==> src/sv/hsv2rgb_pkg.sv <==
package hsv2rgb_pkg;

    localparam int HUE_BITS     = 16;
    localparam int CHANNEL_BITS = 8;
    localparam int SECTOR_BITS  = 3;
    localparam int PROD_BITS    = 2 * CHANNEL_BITS;
    localparam int DEN_BITS     = HUE_BITS + CHANNEL_BITS;
    localparam int NUM_BITS     = DEN_BITS + CHANNEL_BITS;

    localparam logic [CHANNEL_BITS-1:0] CH_MAX   = '1;
    // full-scale blend denominator: CH_MAX * 2^HUE_BITS
    localparam logic [DEN_BITS-1:0]     DEN_FULL = DEN_BITS'(CH_MAX) << HUE_BITS;

    // hue sectors, sixths of a turn
    localparam logic [SECTOR_BITS-1:0] SEC_RED_YEL = 3'd0;
    localparam logic [SECTOR_BITS-1:0] SEC_YEL_GRN = 3'd1;
    localparam logic [SECTOR_BITS-1:0] SEC_GRN_CYN = 3'd2;
    localparam logic [SECTOR_BITS-1:0] SEC_CYN_BLU = 3'd3;
    localparam logic [SECTOR_BITS-1:0] SEC_BLU_MAG = 3'd4;

    typedef struct packed {
        logic [HUE_BITS-1:0]     hue;
        logic [CHANNEL_BITS-1:0] saturation;
        logic [CHANNEL_BITS-1:0] brightness;
    } hsv_pix_t;

    typedef struct packed {
        logic [CHANNEL_BITS-1:0] red;
        logic [CHANNEL_BITS-1:0] green;
        logic [CHANNEL_BITS-1:0] blue;
    } rgb_pix_t;

    typedef struct packed {
        logic [SECTOR_BITS-1:0]  sector;
        logic [HUE_BITS-1:0]     frac;
        logic [CHANNEL_BITS-1:0] sat;
        logic [CHANNEL_BITS-1:0] val;
        logic [PROD_BITS-1:0]    p_num;
    } sec_stage_t;

    typedef struct packed {
        logic [SECTOR_BITS-1:0]  sector;
        logic [CHANNEL_BITS-1:0] val;
        logic [CHANNEL_BITS-1:0] p;
        logic [PROD_BITS-1:0]    q_num;
        logic [PROD_BITS-1:0]    t_num;
    } blend_stage_t;

    // floor(n / CH_MAX) for n <= CH_MAX * CH_MAX: reciprocal estimate that never
    // overshoots, then one compare-and-bump
    function automatic logic [CHANNEL_BITS-1:0] div_maxc(input logic [PROD_BITS-1:0] n);
        logic [PROD_BITS:0]    sum;
        logic [CHANNEL_BITS:0] est;
        logic [PROD_BITS:0]    back;
        logic [PROD_BITS:0]    rem;
        sum  = {1'b0, n} + (PROD_BITS + 1)'(n >> CHANNEL_BITS);
        est  = sum[PROD_BITS:CHANNEL_BITS];
        back = ((PROD_BITS + 1)'(est) << CHANNEL_BITS) - (PROD_BITS + 1)'(est);
        rem  = {1'b0, n} - back;
        return CHANNEL_BITS'(est + (CHANNEL_BITS + 1)'(rem >= (PROD_BITS + 1)'(CH_MAX)));
    endfunction

endpackage

==> src/sv/hsv_to_rgb_converter.sv <==
// channel | valid     | stall     | beat
// --------+-----------+-----------+---------------------------------------
// input   | hsv_valid | hsv_stall | hsv: hue, saturation, brightness
// output  | rgb_valid | rgb_stall | rgb: red, green, blue
//
// One beat per clock while the output is not stalled; the stages are sector and p product,
// weights, value scale, and divide-and-route.
// Reset clears only the stage valid bits; no clearing pass.
// A stalled output beat freezes every stage; hsv_stall is high exactly then.
module hsv_to_rgb_converter
    import hsv2rgb_pkg::*;
(
    input  logic     clk,
    input  logic     rst_n,
    input  logic     hsv_valid,
    output logic     hsv_stall,
    input  hsv_pix_t hsv,
    output logic     rgb_valid,
    input  logic     rgb_stall,
    output rgb_pix_t rgb
);

    logic         en;
    logic         sec_valid;
    sec_stage_t   sec_st;
    logic         blend_valid;
    blend_stage_t blend_st;

    assign en        = !(rgb_valid && rgb_stall);
    assign hsv_stall = !en;

    hsv2rgb_sector u_sector
    (
        .clk       (clk),
        .rst_n     (rst_n),
        .en        (en),
        .in_valid  (hsv_valid),
        .in_pix    (hsv),
        .out_valid (sec_valid),
        .out_st    (sec_st)
    );

    hsv2rgb_blend u_blend
    (
        .clk       (clk),
        .rst_n     (rst_n),
        .en        (en),
        .in_valid  (sec_valid),
        .in_st     (sec_st),
        .out_valid (blend_valid),
        .out_st    (blend_st)
    );

    hsv2rgb_route u_route
    (
        .clk       (clk),
        .rst_n     (rst_n),
        .en        (en),
        .in_valid  (blend_valid),
        .in_st     (blend_st),
        .out_valid (rgb_valid),
        .out_pix   (rgb)
    );

endmodule

==> src/sv/hsv2rgb_sector.sv <==
module hsv2rgb_sector
    import hsv2rgb_pkg::*;
(
    input  logic       clk,
    input  logic       rst_n,
    input  logic       en,
    input  logic       in_valid,
    input  hsv_pix_t   in_pix,
    output logic       out_valid,
    output sec_stage_t out_st
);

    logic                       valid_reg;
    sec_stage_t                 st_reg;
    sec_stage_t                 st_next;
    logic [HUE_BITS+2:0]        hue_x6;
    logic [CHANNEL_BITS-1:0]    sat_inv;

    always_comb
    begin
        // hue * 6 as two shifted adds; top bits give the sector
        hue_x6  = ((HUE_BITS + 3)'(in_pix.hue) << 2) + ((HUE_BITS + 3)'(in_pix.hue) << 1);
        sat_inv = CH_MAX - in_pix.saturation;
        st_next.sector = hue_x6[HUE_BITS+2:HUE_BITS];
        st_next.frac   = hue_x6[HUE_BITS-1:0];
        st_next.sat    = in_pix.saturation;
        st_next.val    = in_pix.brightness;
        st_next.p_num  = PROD_BITS'(in_pix.brightness) * PROD_BITS'(sat_inv);
    end

    always_ff @(posedge clk or negedge rst_n)
    begin
        if (!rst_n)
        begin
            valid_reg <= 1'b0;
        end
        else if (en)
        begin
            valid_reg <= in_valid;
        end
    end

    always_ff @(posedge clk)
    begin
        if (en && in_valid)
        begin
            st_reg <= st_next;
        end
    end

    assign out_valid = valid_reg;
    assign out_st    = st_reg;

endmodule

==> src/sv/hsv2rgb_blend.sv <==
module hsv2rgb_blend
    import hsv2rgb_pkg::*;
(
    input  logic         clk,
    input  logic         rst_n,
    input  logic         en,
    input  logic         in_valid,
    input  sec_stage_t   in_st,
    output logic         out_valid,
    output blend_stage_t out_st
);

    // stage A: fractional weights and p
    logic                     a_valid_reg;
    logic [SECTOR_BITS-1:0]   a_sector_reg;
    logic [CHANNEL_BITS-1:0]  a_val_reg;
    logic [CHANNEL_BITS-1:0]  a_p_reg;
    logic [DEN_BITS-1:0]      a_qden_reg;
    logic [DEN_BITS-1:0]      a_tden_reg;
    logic [DEN_BITS-1:0]      frac_sat;
    logic [CHANNEL_BITS-1:0]  a_p_next;
    logic [DEN_BITS-1:0]      a_qden_next;
    logic [DEN_BITS-1:0]      a_tden_next;

    // stage B: scaled by value
    logic                     b_valid_reg;
    blend_stage_t             b_st_reg;
    blend_stage_t             b_st_next;
    logic [NUM_BITS-1:0]      q_prod;
    logic [NUM_BITS-1:0]      t_prod;

    always_comb
    begin
        frac_sat    = DEN_BITS'(in_st.frac) * DEN_BITS'(in_st.sat);
        a_p_next    = div_maxc(in_st.p_num);
        a_qden_next = DEN_FULL - frac_sat;
        // (1 - f) * s = s * 2^HUE_BITS - f * s
        a_tden_next = DEN_FULL - (DEN_BITS'(in_st.sat) << HUE_BITS) + frac_sat;
    end

    always_comb
    begin
        q_prod = NUM_BITS'(a_val_reg) * NUM_BITS'(a_qden_reg);
        t_prod = NUM_BITS'(a_val_reg) * NUM_BITS'(a_tden_reg);
        b_st_next.sector = a_sector_reg;
        b_st_next.val    = a_val_reg;
        b_st_next.p      = a_p_reg;
        b_st_next.q_num  = q_prod[NUM_BITS-1:HUE_BITS];
        b_st_next.t_num  = t_prod[NUM_BITS-1:HUE_BITS];
    end

    always_ff @(posedge clk or negedge rst_n)
    begin
        if (!rst_n)
        begin
            a_valid_reg <= 1'b0;
            b_valid_reg <= 1'b0;
        end
        else if (en)
        begin
            a_valid_reg <= in_valid;
            b_valid_reg <= a_valid_reg;
        end
    end

    always_ff @(posedge clk)
    begin
        if (en && in_valid)
        begin
            a_sector_reg <= in_st.sector;
            a_val_reg    <= in_st.val;
            a_p_reg      <= a_p_next;
            a_qden_reg   <= a_qden_next;
            a_tden_reg   <= a_tden_next;
        end
        if (en && a_valid_reg)
        begin
            b_st_reg <= b_st_next;
        end
    end

    assign out_valid = b_valid_reg;
    assign out_st    = b_st_reg;

endmodule

==> src/sv/hsv2rgb_route.sv <==
module hsv2rgb_route
    import hsv2rgb_pkg::*;
(
    input  logic         clk,
    input  logic         rst_n,
    input  logic         en,
    input  logic         in_valid,
    input  blend_stage_t in_st,
    output logic         out_valid,
    output rgb_pix_t     out_pix
);

    logic                    valid_reg;
    rgb_pix_t                pix_reg;
    rgb_pix_t                pix_next;
    logic [CHANNEL_BITS-1:0] q;
    logic [CHANNEL_BITS-1:0] t;

    always_comb
    begin
        q = div_maxc(in_st.q_num);
        t = div_maxc(in_st.t_num);
        case (in_st.sector)
            SEC_RED_YEL: pix_next = '{red: in_st.val, green: t,         blue: in_st.p};
            SEC_YEL_GRN: pix_next = '{red: q,         green: in_st.val, blue: in_st.p};
            SEC_GRN_CYN: pix_next = '{red: in_st.p,   green: in_st.val, blue: t};
            SEC_CYN_BLU: pix_next = '{red: in_st.p,   green: q,         blue: in_st.val};
            SEC_BLU_MAG: pix_next = '{red: t,         green: in_st.p,   blue: in_st.val};
            default:     pix_next = '{red: in_st.val, green: in_st.p,   blue: q};
        endcase
    end

    always_ff @(posedge clk or negedge rst_n)
    begin
        if (!rst_n)
        begin
            valid_reg <= 1'b0;
        end
        else if (en)
        begin
            valid_reg <= in_valid;
        end
    end

    always_ff @(posedge clk)
    begin
        if (en && in_valid)
        begin
            pix_reg <= pix_next;
        end
    end

    assign out_valid = valid_reg;
    assign out_pix   = pix_reg;

endmodule

==> config.mk <==
export PLATFORM = sky130hd
export DESIGN_NAME = hsv_to_rgb_converter
export DESIGN_NICKNAME = d
export VERILOG_FILES = /design/src/sv/hsv2rgb_pkg.sv /design/src/sv/hsv_to_rgb_converter.sv /design/src/sv/hsv2rgb_sector.sv /design/src/sv/hsv2rgb_blend.sv /design/src/sv/hsv2rgb_route.sv
export SDC_FILE = /design/constraint.sdc
export NUM_CORES = 1
export LEC_CHECK = 0
export BUFFER_PORTS_ARGS = -buffer_cell sky130_fd_sc_hd__clkbuf_2
export CAP_MARGIN = 10
export CORE_MARGIN = 8
export CORE_UTILIZATION = 40
export DETAILED_ROUTE_END_ITERATION = 8
export MAX_ROUTING_LAYER = met4
export PLACE_DENSITY = 0.59
export SLEW_MARGIN = 5
export SYNTH_ARGS = -nofsm -noshare
export SYNTH_HDL_FRONTEND = slang
export SYNTH_HIERARCHICAL = 1
export SYNTH_SLANG_ARGS = --single-unit
export TNS_END_PERCENT = 10
==> constraint.sdc <==
create_clock -name clk -period 18.75 [get_ports clk]
set_input_delay 0.9375 -clock clk [delete_from_list [all_inputs] [get_ports clk]]
set_output_delay 0.9375 -clock clk [all_outputs]
set_load 0.1 [all_outputs]
## Yosys cells after proc, flatten, opt, wreduce, memory -nomap -nowiden

Cells that the tools add are included.

- Register bits: 197
- Input port bits: 36
- Output and inout bits: 26
- Word-level logic and storage cells: 58

- $add $sub $neg: 17
- Multipliers: 4
- $lt $le $gt $ge: 3
- Equality and inequality tests: 4
- Multiplexer cells: 1
- Reduce and logical (&&, ||, !) cells: 7

Operators with widths:

| operator | number |
|---|---|
| $pmux 24 s5 | 1 |
| $mul 8x24->32 | 2 |
| $add 16x8->17 | 3 |
| $ge 17x8->1 const B | 3 |
| $sub 16x17->17 | 3 |
| $sub 17x9->17 | 3 |
| $sub 24x24->24 const A | 2 |
| $add 24x24->24 | 1 |
| $add 8x1->8 | 3 |
| $mul 16x8->24 | 1 |
| $add 18x17->19 | 1 |
| $mul 8x8->16 | 1 |
| $sub 8x8->8 const A | 1 |
| $eq 3x2->1 const B | 2 |
| $logic_and 1x1->1 | 5 |
| $eq 3x1->1 const B | 1 |
| $eq 3x3->1 const B | 1 |
| $logic_not 3->1 | 1 |
| $logic_not 1->1 | 1 |

## Depth between registers and ports, before layout

- Depth after elaboration: 6
- Depth in mapped cells: 29
- Depth with buffers taken out: 29

## Hierarchy

Netlist, hierarchy kept.

Modules (own cells, without submodules):

| module | instances | cells an instance | area an instance (sq um) | seq. area each (sq um) |
|---|---|---|---|---|
| hsv2rgb_blend | 1 | 2200 | 21104.0 | 3563.4 |
| hsv2rgb_sector | 1 | 418 | 4573.1 | 1526.5 |
| hsv2rgb_route | 1 | 580 | 4504.3 | 745.7 |
| hsv_to_rgb_converter | 1 | 2 | 10.0 | 0.0 |

## Least setup slack after synthesis

No wires, ideal clock.

- Kind: register -> register
- Start: reg u_sector.st_reg, in the netlist u_sector/out_st[30]
- End: reg u_blend.a_tden_reg[22], data pin
- Library setup time: 131 ps
- Data arrival time: 6244 ps
- Required time: 18619 ps
- Slack: 12375 ps
- Cell stages (with the launch flop): 26
- Buffers on the path: 1
- Period minus slack after synthesis: 6375 ps
- Cells stage by stage: edfxtp_1 clkbuf_1 nand2_1 fa_1 fa_1 inv_1 fa_1 inv_1 fa_1 inv_1 ha_1 a21oi_2 o31ai_2 o311ai_1 a21o_1 a21oi_4 a311oi_2 o2bb2ai_1 xor2_1 ha_1 inv_1 ha_1 inv_1 or4_1 mux2_2 nand2_1

- Longest elaborated chain between the ends: 2
- Elaborated cells between the ends (all ways): 3
- Classes of those cells: add/sub (2); mul (1)

RTL lines:

| item | RTL line | source |
|---|---|---|
| from (decl) | hsv2rgb_sector.sv:14 | `sec_stage_t st_reg;` |
| from (signal assigned) | hsv2rgb_sector.sv:47 | `st_reg <= st_next;` |
| $mul 16x8->24 / $sub 24x24->24 (equally long branches) | hsv2rgb_blend.sv:34, hsv2rgb_blend.sv:38 |  |
| $add 24x24->24 (*) | hsv2rgb_blend.sv:38 | `a_tden_next = DEN_FULL - (DEN_BITS'(in_st.sat) << HUE_BITS) + frac_sat;` |
| via u_blend.a_tden_next[22] | hsv2rgb_blend.sv:23 | `logic [DEN_BITS-1:0] a_tden_next;` |
| to (signal assigned) | hsv2rgb_blend.sv:74 | `a_tden_reg <= a_tden_next;` |
| to (decl) | hsv2rgb_blend.sv:19 | `logic [DEN_BITS-1:0] a_tden_reg;` |

The timed path passes the listed nets; every way through them passes the cells marked *.
A chain may end at the register's enable or synchronous reset.

## Worst setup path in the final report

- Start: reg u_sector.st_reg, in the netlist u_sector/out_st[27]
- End: reg u_blend.a_tden_reg[22], data pin

The elaborated chain is that of the path after synthesis.

==> flow_summary.yaml <==
global_route:
  gr-usage-all-layers_pct: 15.9
  grt-ovfl-total: 0
  grt_first_pass_wirelength_um: 110000
  pin_count_of_the_biggest_net_entering_global_routing: 67
  grt_antenna_before_repair: 0
  vias_in_the_first_global_route: 22300
worst_setup_path:
  worst-endpoint-arrival_ns: 7.17
  start_kind: "register"
  cp-end-kind: "register"
  criticalPathCategory: "reg2reg"
  path_max_fanout: 18
  cp.required_ns: 18.98
  worst-r2r-setup-slack_ns: 11.80
yosys:
  synth_area_leaders: "fa_1, edfxtp_1, ha_1, inv_1, and2_1"
  synth-edff-count: 191
  yosys.area_share.simple_pct: 16.8
  synth_ff_type: "edfxtp_1"
  post_synthesis_register_bit_count: 195
  synth-compound-area-share_pct: 9.69
  syn-mean-instance-area_um2: 9.43
  syn-num-nets: 3970
  synth_fa_ha_area_share_pct: 39.9
  netlist.top_cell.by_area: "fa_1"
  combinational_family_with_the_most_area_after_synthesis: "adder cells"
  synthMuxAreaShare_pct: 1.16
  netlist_instances: 3200
  synth.lib_cells_used.distinct: 93
  yosys_warnings: 6
  post_synth_instance_area_mm2: 0.0302
  post_synth_most_frequent_cells: "inv_1, fa_1, nand2_1"
  seq_area_frac_synth_pct: 19.3
  yosysTopAreaCellShare_pct: 25.4
  synth-xor-area-share_pct: 5.24
  async_flop_share_pct: 2.05
  yosysMostFrequentCell: "inv_1"
finish:
  post_route_cells_drive_above_1_share_pct: 5.41
  antenna_cells: 0
  num-nets-final: 3991
  area.growth.synth_to_final_pct: 6.37
  final_cell_count_no_fill: 4203
  largest_reg_flops: 51
floorplanning:
  die-area_mm2: 0.0845
  io-pin-count: 62
  starting_utilization_of_the_core_area_pct: 40.5
  die_width_um: 291
  coreArea_mm2: 0.0746
  die_height_um: 291
  rows: 100
flow_run:
  drv.max_cap_violation_count: 0
routing:
  drc_errors: 0
  drt_pre_antenna_iters: 5
  wl_per_cell_um: 15.1
  postRouteWirelength_um: 63600
  drt_iter0_drc: 889
  final_antenna_net_count: 0
  via_density_per_instance: 5.01
  dr_total_vias: 21100
timing:
  timing.fmax_ghz: 0.144
  timing.final.hold_violations: 0
  final_period_minus_worst_setup_slack_ns: 6.95
  share_of_the_clock_period_used_by_the_worst_path_pct: 37.0
  timing_worst_slew_pin_value_ns: 1.05
  max-slew-margin-rel_pct: 30.0
  worst_hold_slack_ns: 0.240
  rsz0062_at_grt: "no"
  fin_max_slew_vios: 0
  clock-skew-final_ns: 0.0156
  report.final.setup_viol: 0
  postLayoutSetupSlackWorst_ns: 11.80
  setup-tns-final_ns: 0
clock_network:
  ctsHtreeMaxLevel: 4
  post_cts_repair_resize_count: 0
  root_buffer: "clkbuf_16"
  cts.hold.buffers_added: 0
  tritoncts.num_buffers: 17
  insertion_delay_ns: 0.49
  cts.sink_count: 195
  clk_transition_reported_paths_ns: 0.08
  post_cts.repair.setup_buffers: 0
  cts_tree: "yes"
  cts_max_path_buffers: 2
placed_design:
  gp_congestion: 0.828
  dp_hpwl_um: 50500
  dp.cells: 4171
  place_ws_ns: 11.80
  port-buffer-count: 61
worst_hold_path:
  min_path_type: "in2async"
run_status:
  status: "finished clean"
==> metal layers <==
| metal | global-route usage, % | routed length [um] | vias to the layer above |
|---|---|---|---|
| li1 | - | - | 10400 |
| met5 | - | 0 | - |
| met2 | 26.6 | 30500 | 260 |
| met3 | 1.86 | 1760 | 34 |
| met1 | 20.8 | 30800 | 10300 |
| met4 | 3.23 | 608 | 0 |
==> layout make-up <==
type,count,area [um^2]
repair buffers,76,418
inverters,554,2080
clock buffers,19,443
well taps,969,1210
clock inverters,13,141
fillers,7389,42500
multi-input cells,2377,22000
flip-flops and latches,195,5840
==> final timing paths <==
kind	startpoint	endpoint	depth (start not counted)
hold / removal	rst_n	u_route/out_valid	1
hold reg to reg	u_sector/out_st[20]	u_blend/a_val_reg[4]	0
setup / recovery	u_sector/out_st[27]	u_blend/a_tden_reg[22]	25
setup reg to reg	u_sector/out_st[27]	u_blend/a_tden_reg[22]	25
min in group clk	u_sector/out_st[20]	u_blend/a_val_reg[4]	0
max in group asynchronous	rst_n	u_blend/a_valid_reg	1
==> critical path: stages, from the launching register on <==
cell       delay, ns
edfxtp_1        0.80
nand2_1         0.17
fa_1            0.50
fa_1            0.49
inv_1           0.06
fa_1            0.52
inv_1           0.05
fa_1            0.52
inv_1           0.04
ha_1            0.34
a21oi_2         0.21
o31ai_2         0.12
o311ai_1        0.32
a21o_1          0.23
a21oi_4         0.09
a311oi_2        0.38
o2bb2ai_1       0.17
xor2_1          0.30
ha_1            0.30
inv_1           0.07
ha_1            0.25
inv_1           0.11
or4_1           0.13
nor2b_1         0.04
a2111oi_0       0.39
nand2_1         0.09
==> cell usage in the layout (no fill, tap or decap), drive strengths merged, types with 13 or more instances in the layout <==
cell type,synthesis,layout
inv,554,562
fa,383,383
nand2,369,369
ha,351,351
and2,252,252
edfxtp,191,191
a21oi,127,127
xnor2,125,125
nor2,96,96
nor2b,86,86
o21ai,80,80
clkbuf,66,80
xor2,53,53
nand2b,41,41
nand3,39,39
a21o,38,38
nor3,33,33
a211oi,28,28
a31oi,21,21
o21a,21,21
and3,19,19
mux2,17,17
mux2i,16,16
buf,8,15
nand4,13,13
o211ai,13,13
or2,13,13
==> metrics by stage <==
| stage | instance area [um^2] | util [%] |
|---|---|---|
| after floorplan | 30200 | - |
| after global placement | 31500 | 42.3 |
| after detailed placement | 31500 | 42.3 |
| after CTS | 32100 | 43.1 |
| after global routing | 32100 | 43.1 |
| final | 32100 | 43.1 |
==> kinds of logic after synthesis <==
| logic type | Yosys count |
|---|---|
| adders and majority gates | 734 |
| AOI/OAI and AO/OA | 433 |
| xor gates and xnor gates | 179 |
| buffers and inverters | 628 |
| other | 1 |
| DFF | 195 |
| muxes | 33 |
| and+or+nand+nor | 997 |
Power is left out: the tool's default activity adds up to more than one toggle a clock period on the data nets, which glitch-free logic cannot reach.
